==> src/rtl/jkve_pkg.sv <==
// ----------------------------------------------------------------------------
// jkve_pkg
// shared types, constants and codes of the json key/value extractor
// ----------------------------------------------------------------------------
package jkve_pkg;

  localparam int KEY_BYTES   = 8;
  localparam int LENGTH_BITS = 8;
  localparam int DEPTH_BITS  = 8;

  localparam int WIN_W  = KEY_BYTES * 8;
  localparam int KLEN_W = 4;
  localparam int FILL_W = $clog2(KEY_BYTES + 1);
  localparam int CIDX_W = 2;

  localparam logic [CIDX_W-1:0] CFG_KEY_PATTERN = 2'd0;
  localparam logic [CIDX_W-1:0] CFG_KEY_LENGTH  = 2'd1;
  localparam logic [CIDX_W-1:0] CFG_MAX_LENGTH  = 2'd2;

  localparam logic [7:0] CH_LBRACE = 8'h7b;
  localparam logic [7:0] CH_RBRACE = 8'h7d;
  localparam logic [7:0] CH_LBRACK = 8'h5b;
  localparam logic [7:0] CH_RBRACK = 8'h5d;
  localparam logic [7:0] CH_COMMA  = 8'h2c;
  localparam logic [7:0] CH_COLON  = 8'h3a;
  localparam logic [7:0] CH_BSLASH = 8'h5c;
  localparam logic [7:0] CH_QUOTE  = 8'h22;
  localparam logic [7:0] CH_SPACE  = 8'h20;
  localparam logic [7:0] CH_TAB    = 8'h09;

  typedef enum logic [4:0] {
    PH_SEARCH = 5'b00001,
    PH_COLON  = 5'b00010,
    PH_SPACE  = 5'b00100,
    PH_COPY   = 5'b01000,
    PH_DONE   = 5'b10000
  } phase_t;

  typedef enum logic [1:0] {
    KIND_OBJECT = 2'd0,
    KIND_QUOTED = 2'd1,
    KIND_ARRAY  = 2'd2,
    KIND_BARE   = 2'd3
  } kind_t;

  typedef struct packed {
    logic [7:0] text_byte;
    logic       end_of_text;
  } in_item_t;

  typedef struct packed {
    logic [7:0] value_byte;
    logic       byte_valid;
    logic       value_done;
    logic       key_found;
    logic [7:0] value_length;
  } out_item_t;

  typedef struct packed {
    logic [63:0]       key_pattern;
    logic [KLEN_W-1:0] key_length;
    logic [7:0]        max_value_length;
  } cfg_t;

  typedef struct packed {
    logic advance;
    logic clear;
  } match_ctrl_t;

endpackage

==> src/rtl/jkve_key_match.sv <==
// ----------------------------------------------------------------------------
// jkve_key_match
// sliding byte window and key compare against the configured pattern
// ----------------------------------------------------------------------------
module jkve_key_match (
  input  logic                 clk,
  input  logic                 rst_n,
  input  jkve_pkg::match_ctrl_t ctrl,
  input  logic [7:0]           text_byte,
  input  jkve_pkg::cfg_t       cfg,
  output logic                 match
);

  logic [jkve_pkg::WIN_W-1:0]    window_r, window_nxt;
  logic [jkve_pkg::FILL_W-1:0]   fill_r, fill_nxt;
  logic [jkve_pkg::KLEN_W-1:0]   len_eff;
  logic [jkve_pkg::KLEN_W-1:0]   len_rem;
  logic [jkve_pkg::KLEN_W+2:0]   shift_amt;
  logic [jkve_pkg::WIN_W-1:0]    win_shift;
  logic [jkve_pkg::WIN_W-1:0]    pat_mask;

  always_comb begin
    len_eff = cfg.key_length;
    if (cfg.key_length == '0) begin
      len_eff = jkve_pkg::KLEN_W'(1);
    end else if (cfg.key_length > jkve_pkg::KLEN_W'(jkve_pkg::KEY_BYTES)) begin
      len_eff = jkve_pkg::KLEN_W'(jkve_pkg::KEY_BYTES);
    end
    len_rem   = jkve_pkg::KLEN_W'(jkve_pkg::KEY_BYTES) - len_eff;
    shift_amt = {len_rem, 3'b000};
  end

  always_comb begin
    window_nxt = {text_byte, window_r[jkve_pkg::WIN_W-1:8]};
    fill_nxt   = fill_r;
    if (fill_r < jkve_pkg::FILL_W'(jkve_pkg::KEY_BYTES)) begin
      fill_nxt = fill_r + 1'b1;
    end
    win_shift = window_nxt >> shift_amt;
    pat_mask  = {jkve_pkg::WIN_W{1'b1}} >> shift_amt;
    match = (jkve_pkg::KLEN_W'(fill_nxt) >= len_eff) &&
            (win_shift == (cfg.key_pattern[jkve_pkg::WIN_W-1:0] & pat_mask));
  end

  always_ff @(posedge clk) begin
    if (!rst_n || ctrl.clear) begin
      window_r <= '0;
      fill_r   <= '0;
    end else if (ctrl.advance) begin
      window_r <= window_nxt;
      fill_r   <= fill_nxt;
    end
  end

endmodule

==> src/rtl/jkve_extract_ctrl.sv <==
// ----------------------------------------------------------------------------
// jkve_extract_ctrl
// phase sequencing, value classification and byte copy decisions
// ----------------------------------------------------------------------------
module jkve_extract_ctrl (
  input  logic                  clk,
  input  logic                  rst_n,
  input  logic                  accept,
  input  jkve_pkg::in_item_t    item,
  input  jkve_pkg::cfg_t        cfg,
  input  logic                  match,
  output jkve_pkg::match_ctrl_t mctrl,
  output logic                  res_valid,
  output jkve_pkg::out_item_t   res
);

  localparam int LB    = jkve_pkg::LENGTH_BITS;
  localparam int DB    = jkve_pkg::DEPTH_BITS;
  localparam int LIM_W = LB + 8;
  localparam logic [DB-1:0] DEPTH_MAX = '1;

  jkve_pkg::phase_t phase_r, phase_nxt;
  jkve_pkg::kind_t  kind_r, kind_nxt;
  logic [DB-1:0]    depth_r, depth_nxt;
  logic [LB-1:0]    cnt_r, cnt_nxt;

  logic [LIM_W-1:0] max_ext;
  logic [LIM_W-1:0] cap_ext;
  logic [LB-1:0]    lim;
  logic [7:0]       b;
  logic             do_copy;
  logic             emit;
  logic             emit_byte;
  logic             emit_done;
  logic             emit_found;
  logic [LIM_W-1:0] cnt_ext;

  always_comb begin
    max_ext = LIM_W'(cfg.max_value_length);
    cap_ext = LIM_W'({LB{1'b1}});
    lim     = (max_ext > cap_ext) ? LB'(cap_ext) : LB'(max_ext);
  end

  always_comb begin
    b          = item.text_byte;
    phase_nxt  = phase_r;
    kind_nxt   = kind_r;
    depth_nxt  = depth_r;
    cnt_nxt    = cnt_r;
    do_copy    = 1'b0;
    emit       = 1'b0;
    emit_byte  = 1'b0;
    emit_done  = 1'b0;
    emit_found = 1'b1;
    mctrl.advance = 1'b0;
    mctrl.clear   = 1'b0;

    if (accept && item.end_of_text) begin
      mctrl.clear = 1'b1;
      if (phase_r == jkve_pkg::PH_SEARCH) begin
        cnt_nxt    = '0;
        emit       = 1'b1;
        emit_done  = 1'b1;
        emit_found = 1'b0;
      end else if (phase_r != jkve_pkg::PH_DONE) begin
        emit      = 1'b1;
        emit_done = 1'b1;
      end
    end else if (accept) begin
      unique case (phase_r)
        jkve_pkg::PH_SEARCH: begin
          mctrl.advance = 1'b1;
          if (match) phase_nxt = jkve_pkg::PH_COLON;
        end
        jkve_pkg::PH_COLON: begin
          if (b == jkve_pkg::CH_COLON) phase_nxt = jkve_pkg::PH_SPACE;
        end
        jkve_pkg::PH_SPACE: begin
          if (b != jkve_pkg::CH_SPACE && b != jkve_pkg::CH_TAB) begin
            phase_nxt = jkve_pkg::PH_COPY;
            depth_nxt = '0;
            if (b == jkve_pkg::CH_QUOTE) begin
              kind_nxt = jkve_pkg::KIND_QUOTED;
              if (cnt_r >= lim) begin
                phase_nxt = jkve_pkg::PH_DONE;
                emit      = 1'b1;
                emit_done = 1'b1;
              end
            end else begin
              if (b == jkve_pkg::CH_LBRACE) kind_nxt = jkve_pkg::KIND_OBJECT;
              else if (b == jkve_pkg::CH_LBRACK) kind_nxt = jkve_pkg::KIND_ARRAY;
              else kind_nxt = jkve_pkg::KIND_BARE;
              do_copy = 1'b1;
            end
          end
        end
        jkve_pkg::PH_COPY: begin
          do_copy = 1'b1;
        end
        jkve_pkg::PH_DONE: begin
        end
        default: begin
        end
      endcase
    end

    if (do_copy) begin
      if (cnt_nxt >= lim) begin
        phase_nxt = jkve_pkg::PH_DONE;
        emit      = 1'b1;
        emit_done = 1'b1;
      end else if (b == jkve_pkg::CH_BSLASH) begin
        emit = 1'b0;
      end else if (kind_nxt == jkve_pkg::KIND_OBJECT) begin
        if (b == jkve_pkg::CH_LBRACE && depth_nxt < DEPTH_MAX) begin
          depth_nxt = depth_nxt + 1'b1;
        end
        if (b == jkve_pkg::CH_RBRACE) begin
          if (depth_nxt == '0) begin
            phase_nxt = jkve_pkg::PH_DONE;
            emit      = 1'b1;
            emit_done = 1'b1;
          end else begin
            depth_nxt = depth_nxt - 1'b1;
            cnt_nxt   = cnt_nxt + 1'b1;
            emit      = 1'b1;
            emit_byte = 1'b1;
            emit_done = (depth_nxt == '0) || (cnt_nxt >= lim);
          end
        end else begin
          cnt_nxt   = cnt_nxt + 1'b1;
          emit      = 1'b1;
          emit_byte = 1'b1;
          emit_done = cnt_nxt >= lim;
        end
      end else if ((kind_nxt == jkve_pkg::KIND_QUOTED && b == jkve_pkg::CH_QUOTE) ||
                   (kind_nxt == jkve_pkg::KIND_ARRAY && b == jkve_pkg::CH_RBRACK) ||
                   (kind_nxt == jkve_pkg::KIND_BARE && b == jkve_pkg::CH_COMMA)) begin
        phase_nxt = jkve_pkg::PH_DONE;
        emit      = 1'b1;
        emit_done = 1'b1;
      end else begin
        cnt_nxt   = cnt_nxt + 1'b1;
        emit      = 1'b1;
        emit_byte = 1'b1;
        emit_done = cnt_nxt >= lim;
      end
      if (emit_byte && emit_done) phase_nxt = jkve_pkg::PH_DONE;
    end

    cnt_ext          = LIM_W'(cnt_nxt);
    res_valid        = emit;
    res.value_byte   = emit_byte ? b : 8'h00;
    res.byte_valid   = emit_byte;
    res.value_done   = emit_done;
    res.key_found    = emit_found;
    res.value_length = cnt_ext[7:0];
  end

  always_ff @(posedge clk) begin
    if (!rst_n) begin
      phase_r <= jkve_pkg::PH_SEARCH;
      kind_r  <= jkve_pkg::KIND_OBJECT;
      depth_r <= '0;
      cnt_r   <= '0;
    end else if (accept && item.end_of_text) begin
      phase_r <= jkve_pkg::PH_SEARCH;
      kind_r  <= jkve_pkg::KIND_OBJECT;
      depth_r <= '0;
      cnt_r   <= '0;
    end else if (accept) begin
      phase_r <= phase_nxt;
      kind_r  <= kind_nxt;
      depth_r <= depth_nxt;
      cnt_r   <= cnt_nxt;
    end
  end

  a_eot_restarts: assert property (@(posedge clk) disable iff (!rst_n)
    accept && item.end_of_text |=> phase_r == jkve_pkg::PH_SEARCH && cnt_r == '0)
    else $error("terminator did not restart the search");

  a_not_found_shape: assert property (@(posedge clk) disable iff (!rst_n)
    res_valid && !res.key_found |-> res.value_done && !res.byte_valid &&
                                    res.value_length == 8'h00)
    else $error("not-found result malformed");

  a_done_silent: assert property (@(posedge clk) disable iff (!rst_n)
    accept && !item.end_of_text && phase_r == jkve_pkg::PH_DONE |-> !res_valid)
    else $error("result after end of extraction");

  a_depth_phase: assert property (@(posedge clk) disable iff (!rst_n)
    depth_r != '0 |-> phase_r == jkve_pkg::PH_COPY || phase_r == jkve_pkg::PH_DONE)
    else $error("brace depth outside value copy");

endmodule

==> src/rtl/json_key_value_extractor.sv <==
// ----------------------------------------------------------------------------
// json_key_value_extractor
// finds a configured key in a byte stream and copies out the value after it
//
//   channel | ports                                  | direction
//   in      | in_valid, in_stall, in_data            | text bytes in
//   out     | out_valid, out_stall, out_data         | value bytes / status out
//   cfg     | cfg_valid, cfg_ready, cfg_index, cfg_data | register writes in
//
// one byte per cycle while in_stall is low: the key compare and phase
// update sit between the state registers and the result register
// results are registered and appear in the cycle after the byte that causes them
// in_stall is high only while a result waits and out_stall is high
// synchronous active-low reset clears the phase, window and counters
// ----------------------------------------------------------------------------
module json_key_value_extractor (
  input  logic                          clk,
  input  logic                          rst_n,
  input  logic                          in_valid,
  output logic                          in_stall,
  input  jkve_pkg::in_item_t            in_data,
  output logic                          out_valid,
  input  logic                          out_stall,
  output jkve_pkg::out_item_t           out_data,
  input  logic                          cfg_valid,
  output logic                          cfg_ready,
  input  logic [jkve_pkg::CIDX_W-1:0]   cfg_index,
  input  logic [63:0]                   cfg_data
);

  jkve_pkg::cfg_t        cfg_r;
  jkve_pkg::match_ctrl_t mctrl;
  jkve_pkg::out_item_t   res;
  jkve_pkg::out_item_t   out_data_r;
  logic                  res_valid;
  logic                  match;
  logic                  in_acc;
  logic                  out_valid_r, out_valid_nxt;

  assign cfg_ready = 1'b1;
  assign in_stall  = out_valid_r & out_stall;
  assign in_acc    = in_valid & ~in_stall;
  assign out_valid = out_valid_r;
  assign out_data  = out_data_r;

  always_ff @(posedge clk) begin
    if (!rst_n) begin
      cfg_r.key_pattern      <= '0;
      cfg_r.key_length       <= jkve_pkg::KLEN_W'(1);
      cfg_r.max_value_length <= 8'hff;
    end else if (cfg_valid && cfg_ready) begin
      unique case (cfg_index)
        jkve_pkg::CFG_KEY_PATTERN: cfg_r.key_pattern      <= cfg_data;
        jkve_pkg::CFG_KEY_LENGTH:  cfg_r.key_length       <= cfg_data[jkve_pkg::KLEN_W-1:0];
        jkve_pkg::CFG_MAX_LENGTH:  cfg_r.max_value_length <= cfg_data[7:0];
        default: begin
        end
      endcase
    end
  end

  jkve_key_match u_match (
    .clk       (clk),
    .rst_n     (rst_n),
    .ctrl      (mctrl),
    .text_byte (in_data.text_byte),
    .cfg       (cfg_r),
    .match     (match)
  );

  jkve_extract_ctrl u_ctrl (
    .clk       (clk),
    .rst_n     (rst_n),
    .accept    (in_acc),
    .item      (in_data),
    .cfg       (cfg_r),
    .match     (match),
    .mctrl     (mctrl),
    .res_valid (res_valid),
    .res       (res)
  );

  // result register
  always_comb begin
    out_valid_nxt = out_valid_r & out_stall;
    if (in_acc && res_valid) out_valid_nxt = 1'b1;
  end

  always_ff @(posedge clk) begin
    if (!rst_n) begin
      out_valid_r <= 1'b0;
    end else begin
      out_valid_r <= out_valid_nxt;
    end
  end

  always_ff @(posedge clk) begin
    if (in_acc && res_valid) begin
      out_data_r <= res;
    end
  end

  a_no_overwrite: assert property (@(posedge clk) disable iff (!rst_n)
    out_valid_r && out_stall |=> out_valid_r && $stable(out_data_r))
    else $error("pending result lost");

  a_stall_only_when_full: assert property (@(posedge clk) disable iff (!rst_n)
    in_stall |-> out_valid_r)
    else $error("input stalled with empty result register");

  a_load_sets_valid: assert property (@(posedge clk) disable iff (!rst_n)
    in_acc && res_valid |=> out_valid_r && out_data_r == $past(res))
    else $error("result transfer not registered");

endmodule
==> config.mk <==
export PLATFORM = sky130hd
export DESIGN_NAME = json_key_value_extractor
export DESIGN_NICKNAME = d
export VERILOG_FILES = /design/src/rtl/jkve_pkg.sv /design/src/rtl/jkve_key_match.sv /design/src/rtl/jkve_extract_ctrl.sv /design/src/rtl/json_key_value_extractor.sv
export SDC_FILE = /design/constraint.sdc
export NUM_CORES = 1
export LEC_CHECK = 0
export BUFFER_PORTS_ARGS = -buffer_cell sky130_fd_sc_hd__buf_2
export CAP_MARGIN = 0
export CORE_ASPECT_RATIO = 0.9
export CORE_UTILIZATION = 35
export DETAILED_ROUTE_END_ITERATION = 7
export GPL_ROUTABILITY_DRIVEN = 0
export HOLD_SLACK_MARGIN = 0.02
export SETUP_SLACK_MARGIN = 0.1
export SLEW_MARGIN = 0
export SYNTH_ARGS = -nofsm -noshare
export SYNTH_HDL_FRONTEND = slang
export SYNTH_SLANG_ARGS = --single-unit
==> constraint.sdc <==
create_clock -name clk -period 7.11 [get_ports clk]
set_clock_uncertainty 0.2 [all_clocks]
set_input_delay 0.711 -clock clk [delete_from_list [all_inputs] [get_ports clk]]
set_output_delay 0.711 -clock clk [all_outputs]
set_load 0.05 [all_outputs]
Word-level counts from Yosys, hierarchy flattened:

Index checks and enable logic that the tools add are counted.

* output and inout port bits: 22
* input port bits: 80
* register bits after elaboration: 187
* logic and storage cells: 164

* shift-type cells: 2
* reductions and logical operators: 23
* magnitude comparators: 7
* add/sub/neg operators: 5
* multiplexer cells: 86
* bitwise gates (word level): 5
* equal/unequal tests: 21

Operators by type and width (count)
* $mux W8: 24
* $mux W5: 13
* $and A64 B64 Y64: 1
* $eq A64 B64 Y1: 1
* $shr A64 B7 Y64: 1
* $shr A64 B7 Y64 const A: 1
* $eq A8 B7 Y1 const B: 5
* $mux W1: 38
* $eq A8 B6 Y1 const B: 3
* $ge A8 B8 Y1: 3
* $add A8 B1 Y8 const B: 2
* $logic_not A8 Y1: 2
* $pmux W5 S3: 1
* $mux W2: 6
* $mux W4: 3
* $logic_and A1 B1 Y1: 9
* $lt A8 B8 Y1 const B: 1
* $ne A8 B4 Y1 const B: 1
* $ne A8 B6 Y1 const B: 1
* $sub A8 B1 Y8 const B: 1
* $eq A2 B2 Y1 const B: 3
* $reduce_and A2 Y1: 3
* $eq A5 B1 Y1 const B: 1
* $eq A5 B2 Y1 const B: 1
* 17 further kinds: 24

Depth between registers and ports, before layout:

* depth in word-level cells: 25
* mapped depth: 21
* gate-level depth less buffers: 18

Modules after synthesis:

A second synthesis with hierarchy kept.

* cell total of the unflattened synthesis: 1383
* area total of the unflattened synthesis: 12096.6 µm²

By module, submodules not included
* jkve_key_match: sequential area each 1201.2 µm², cells each 615, area each 5252.5 µm², instances 1
* json_key_value_extractor: sequential area each 2112.0 µm², cells each 358, area each 3773.6 µm², instances 1
* jkve_extract_ctrl: sequential area each 460.4 µm², cells each 410, area each 3070.4 µm², instances 1

Least setup slack after synthesis:

No wires, ideal clock.

* path type: input to register
* start: in in_data[1] (netlist bit)
* end: reg u_ctrl.phase_r[3]
* cell stages on the path: 19
* arrival: 4.499 ns
* required time: 6.794 ns
* setup time: 0.116 ns
* slack: 2.295 ns
* path through: or3b_1 a2111o_1 nand2_1 clkbuf_1 nand2_1 inv_1 ha_1 nand4_1 nor2_1 a21oi_1 a22oi_1 ha_1 clkbuf_1 inv_1 a211o_1 o32ai_1 nor3_1 o41a_1 o211a_1

* word-level cells in the longest chain between the ends: 25
* elaborated cells between the ends (all ways): 84
* classes of those cells: 2 x add/sub; 1 x order compare; 14 x eq/ne; 1 x shift; 53 x mux; 13 x reduce/logical

Ends and longest elaborated chain
* start, declared: line json_key_value_extractor.sv:21 `input jkve_pkg::in_item_t in_data,`
* $ne A8 B6 Y1 / $ne A8 B4 Y1 (equally long branches): line jkve_extract_ctrl.sv:79 `if (b != jkve_pkg::CH_SPACE && b != jkve_pkg::CH_TAB) begin`
* $logic_and A1 B1 Y1: line jkve_extract_ctrl.sv:79
* $mux W8: line jkve_extract_ctrl.sv:79
* $mux W8: line jkve_extract_ctrl.sv:70 `unique case (phase_r)`
* $mux W8: line jkve_extract_ctrl.sv:69 `end else if (accept) begin`
* $mux W8: line jkve_extract_ctrl.sv:58 `if (accept && item.end_of_text) begin`
* $lt A8 B8 Y1: line jkve_extract_ctrl.sv:115 `if (b == jkve_pkg::CH_LBRACE && depth_nxt < DEPTH_MAX) begin`
* $logic_and A1 B1 Y1: line jkve_extract_ctrl.sv:115
* (+9 left out)
* $mux W1: line jkve_extract_ctrl.sv:118 `if (b == jkve_pkg::CH_RBRACE) begin`
* $mux W1: line jkve_extract_ctrl.sv:114 `end else if (kind_nxt == jkve_pkg::KIND_OBJECT) begin`
* $mux W1: line jkve_extract_ctrl.sv:112 `end else if (b == jkve_pkg::CH_BSLASH) begin`
* $mux W1: line jkve_extract_ctrl.sv:108 `if (cnt_nxt >= lim) begin`
* $mux W1: line jkve_extract_ctrl.sv:107 `if (do_copy) begin`
* $logic_and A1 B1 Y1: line jkve_extract_ctrl.sv:148 `if (emit_byte && emit_done) phase_nxt = jkve_pkg::PH_DONE;`
* $mux W5: line jkve_extract_ctrl.sv:148
* $mux W5 (*): line jkve_extract_ctrl.sv:107
* end signal, assigned: line jkve_extract_ctrl.sv:162 `phase_r <= jkve_pkg::PH_SEARCH;`
* end signal, assigned: line jkve_extract_ctrl.sv:167 `phase_r <= jkve_pkg::PH_SEARCH;`
* end signal, assigned: line jkve_extract_ctrl.sv:172 `phase_r <= phase_nxt;`
* end, declared: line jkve_extract_ctrl.sv:22 `jkve_pkg::phase_t phase_r, phase_nxt;`

Every way passes the cells marked *; elsewhere a longest branch is shown, timed or not. The select of a mux whose other input is x is not followed.
A chain may end at the register's enable or synchronous reset.

Final worst setup path:

* start: reg cfg_r[10] (netlist bit)
* end: reg u_ctrl.phase_r[1]

* word-level cells in the longest chain between the ends: 17
* elaborated cells between the ends (all ways): 21
* classes of those cells: 1 x add/sub; 2 x order compare; 1 x eq/ne; 2 x shift; 12 x mux; 1 x bitwise; 2 x reduce/logical

Ends and longest elaborated chain
* start, declared: line json_key_value_extractor.sv:31 `jkve_pkg::cfg_t cfg_r;`
* $gt A4 B4 Y1: line jkve_key_match.sv:26 `end else if (cfg.key_length > jkve_pkg::KLEN_W'(jkve_pkg::KEY_BYTES)) begin`
* $mux W4: line jkve_key_match.sv:26
* $mux W4 (*): line jkve_key_match.sv:24 `if (cfg.key_length == '0) begin`
* $sub A4 B4 Y4: line jkve_key_match.sv:29 `len_rem = jkve_pkg::KLEN_W'(jkve_pkg::KEY_BYTES) - len_eff;`
* $shr A64 B7 Y64: line jkve_key_match.sv:40 `pat_mask = {jkve_pkg::WIN_W{1'b1}} >> shift_amt;`
* $and A64 B64 Y64: line jkve_key_match.sv:42 `(win_shift == (cfg.key_pattern[jkve_pkg::WIN_W-1:0] & pat_mask));`
* $eq A64 B64 Y1: line jkve_key_match.sv:42
* $logic_and A1 B1 Y1 (*): line jkve_key_match.sv:41 `match = (jkve_pkg::KLEN_W'(fill_nxt) >= len_eff) &&`
* $mux W5 (*): line jkve_extract_ctrl.sv:73 `if (match) phase_nxt = jkve_pkg::PH_COLON;`
* $pmux W5 S3 (*): line jkve_extract_ctrl.sv:70
* $mux W5: line jkve_extract_ctrl.sv:119 `if (depth_nxt == '0) begin`
* $mux W5: line jkve_extract_ctrl.sv:118
* $mux W5: line jkve_extract_ctrl.sv:114
* $mux W5: line jkve_extract_ctrl.sv:112
* $mux W5: line jkve_extract_ctrl.sv:108
* $mux W5: line jkve_extract_ctrl.sv:148
* $mux W5 (*): line jkve_extract_ctrl.sv:107

Every way passes the cells marked *; elsewhere a longest branch is shown, timed or not.

==> run_results.csv <==
group,metric,value,unit
clock_tree,cts_resized,0,
critical_path,crit_arrival,5.62,ns
logic_synthesis,ys_seq_area_frac,0.3236,
finish,fin_cells,1953,
critical_path,timing.rr.end,"u_ctrl.phase_r[1]$_SDFFE_PP0N_",
critical_path,setup.worst_path.class,"flip-flop to flip-flop",
clock_tree,cts_made_buffers,17,
floorplan,fp.coreArea,32870,µm²
floorplan,die-width,194.4,µm
clock_tree,cts_buffer_depth,2,
logic_synthesis,synthFlopType,"dfxtp_1",
grt,grt_pass1_wl,61840,µm
outcome,outcome,"finished with violations",
sta,hold_ws,0.2628,ns
critical_path,r2r_slack,1.68,ns
logic_synthesis,synth-edff-count,19,
finish,nFillCells,3382,
logic_synthesis,synth_seq_cells,179,
logic_synthesis,syn-num-nets,1603,
detailed_routing,dr.pass1.iters,8,
sta,tns,0,ns
grt,grt_max_degree,74,
detailed_routing,ant_nets,0,
floorplan,dieArea,34060,µm²
min_path,hp-class,"flip-flop to flip-flop",
place,numPortBuffers,100,
clock_tree,cts_root_buf,"clkbuf_16",
place,dp_cells,1921,
logic_synthesis,yosys-top-cells-area,"dfxtp_1 27%, nand2_1 10%, edfxtp_1 4.9%, a21oi_1 4.4%, a21boi_0 4.2%",
grt,grt_usage,0.2322,
sta,final-hold-violation-count,0,
pwr,p_per_area,183.4,nW/µm²
logic_synthesis,synth_cell_types,89,
detailed_routing,viasPerCell,5.953,
detailed_routing,wl_per_cell,20.42,µm
sta,rsz0062_at_grt,"no",
critical_path,r2r_cells,12,
detailed_routing,vias,11627,
clock_tree,h-tree-depth,4,
clock_tree,path_clk_slew,0.07,ns
critical_path,path_max_fanout,24,
logic_synthesis,yosys.area.top_type,"dfxtp_1",
job,maxCapViolations,0,
sta,worstMarginPinSlew,1.037,ns
floorplan,die_h,175.2,µm
clock_tree,numClockSinks,179,
critical_path,critPathLaunch,"cfg_r[10]$_SDFFE_PN0P_",
pwr,p_leak,4.790,nW
critical_path,regToRegStartpoint,"cfg_r[10]$_SDFFE_PN0P_",
logic_synthesis,syn-cell-area,11660,µm²
logic_synthesis,syn_avg_cell_area,7.838,µm²
detailed_routing,wl,39880,µm
floorplan,num_io_pins,102,
clock_tree,post_cts_buffers,0,
outcome,violations,"DRC",
finish,nets,1633,
critical_path,cp-start-kind,"flip-flop",
clock_tree,ctsHoldBuffers,0,
critical_path,end_kind,"flip-flop",
logic_synthesis,postSynthCellCount,1488,
floorplan,start_util,0.3548,
logic_synthesis,synth-warning-count,0,
finish,n_antenna_cell,0,
place,post-dp-hpwl,28740,µm
grt,overflow,0,
detailed_routing,drt_iter0_drc,1558,
grt,antenna_found_initial,0,
grt,grt_pass1_vias,10667,
finish,drive_above_1_share,0.1346,
critical_path,endpoint,"u_ctrl.phase_r[1]$_SDFFE_PP0N_",
finish,synthToLayoutAreaGrowth,11.80,%
sta,finalCriticalPeriod,5.428,ns
clock_tree,cts_tree,"built",
detailed_routing,drc,29,
critical_path,crit_required,7.30,ns
floorplan,row_count,63,
logic_synthesis,yosysTopAreaCellShare,0.2746,
sta,relSlewSlack,0.3086,
finish,multiInputGateArea,7318,µm²
logic_synthesis,async_reset_ff_frac,0,
pwr,fin_total_pwr,2.391,mW
sta,setup-violations-final,0,
sta,fmax,0.1842,GHz
sta,period_share,0.7634,
finish,regArea,3775,µm²
clock_tree,clkLatencyLatePin,0.44,ns
sta,drv_slew,0,
pwr,ir_drop,0.1453,mV
[cells in the mapped netlist, types with 28 or more instances]
cell type and count:
nand2_1 319, inv_1 39, a32oi_1 28, nor2_1 55
a21oi_1 103, ha_1 35, o211ai_1 29, nor2b_1 35
nand3_1 37, a21boi_0 65, dfxtp_1 160, and2_1 32
clkbuf_1 79, o21ai_0 40, mux2i_1 35
[state kept, by name, indices dropped and copies added, names as in the netlist]
register / flops
cfg_r: 76
out_data: 19
u_match.fill_r: 4
u_ctrl.depth_r: 8
u_ctrl.kind_r: 2
out_valid: 1
u_ctrl.cnt_r: 8
u_ctrl.phase_r: 5
u_match.window_r: 56
[worst min-delay path by stage]
| stage | startpoint | end | cells past startpoint |
|---|---|---|---|
| 2_1_floorplan | u_match.window_r[10]$_SDFFE_PP0P_ | u_match.window_r[10]$_SDFFE_PP0P_ | 2 |
| 3_5_place_dp | u_match.window_r[11]$_SDFFE_PP0P_ | u_match.window_r[11]$_SDFFE_PP0P_ | 2 |
| 5_1_grt | u_match.window_r[10]$_SDFFE_PP0P_ | u_match.window_r[10]$_SDFFE_PP0P_ | 2 |
| 6_report | u_match.window_r[11]$_SDFFE_PP0P_ | u_match.window_r[11]$_SDFFE_PP0P_ | 2 |
| 4_1_cts | u_match.window_r[11]$_SDFFE_PP0P_ | u_match.window_r[11]$_SDFFE_PP0P_ | 2 |
| 3_3_place_gp | u_match.window_r[11]$_SDFFE_PP0P_ | u_match.window_r[11]$_SDFFE_PP0P_ | 2 |
[where the power goes]
part / internal, mW / total (mW) / switching [mW] / leakage (nW)
combinational: 0.109 / 0.337 / 0.228 / 3.01
sequential: 1.04 / 1.06 / 0.0243 / 1.48
clock: 0.522 / 0.990 / 0.468 / 0.300
total: 1.67 / 2.39 / 0.720 / 4.79
[layout by cell type, fill, tap and decap left out, drive strengths merged, types with 6 or more instances in the layout]
master	Yosys	final
nand2	319	319
dfxtp	160	160
buf	31	121
a21oi	103	103
a21boi	65	65
nor2	56	56
inv	40	49
o21ai	41	41
nand3	37	37
mux2i	35	35
nor2b	35	35
ha	35	35
and2	32	32
o211ai	29	29
a32oi	29	29
xnor2	26	26
nor3	23	23
xor2	22	22
nor4	21	21
nand4	20	20
edfxtp	19	19
clkbuf	79	18
o22ai	15	15
and3	14	14
nand2b	13	13
a211oi	13	13
or3	13	13
mux2	12	12
or4	11	11
a21o	9	9
a2111oi	9	9
nand3b	8	8
a31oi	7	7
mux4	7	7
a22o	7	7
or2	6	6
a22oi	6	6
[logic make-up after synthesis]
group,share of synthesized area
compound gates,0.2415
xor+xnor,0.03669
fa+ha+maj,0.03755
buf+inv,0.05214
flops,0.3236
mux,0.05514
other cells,0.0003215
simple gates,0.2531
[layout make-up]
class,instances,share of cell area
flip-flops and latches,179,0.2895
clock inverters,14,0.01190
clock buffers,18,0.03455
inverters,41,0.01180
repair buffers,121,0.05047
multi-input cells,1158,0.5613
well taps,422,0.04049
[stage by stage]
stage,setup WS (ns),utilization,cell area [µm²]
after global routing,1.452,0.3967,13040
after CTS,2.011,0.3967,13040
after global placement,1.841,0.3783,12430
final,1.682,0.3967,13040
after detailed placement,1.727,0.3783,12430
after floorplan,2.295,-,11660
[critical path, cell delays in order (launching register included)]
cell and delay (ns):
dfxtp_1 0.50, o21ba_2 0.60, nor2_2 0.11, ha_2 0.64, nor2b_1 0.65, a41oi_1 0.25
o311ai_0 0.78, o21a_1 0.22, nand4_1 0.10, and4b_1 0.28, o2111ai_1 0.24, nor4_1 0.59
a31o_2 0.19
[routing by layer]
| metal | vias up | global-route usage | share of wire |
|---|---|---|---|
| li1 | 5425 | - | - |
| met1 | 5484 | 0.3259 | 0.45 |
| met2 | 614 | 0.3299 | 0.41 |
| met3 | 102 | 0.07122 | 0.10 |
| met4 | 2 | 0.08499 | 0.032 |
| met5 | - | 0.01140 | 0.0012 |
No activity file was read; power rests on OpenSTA's default activity.
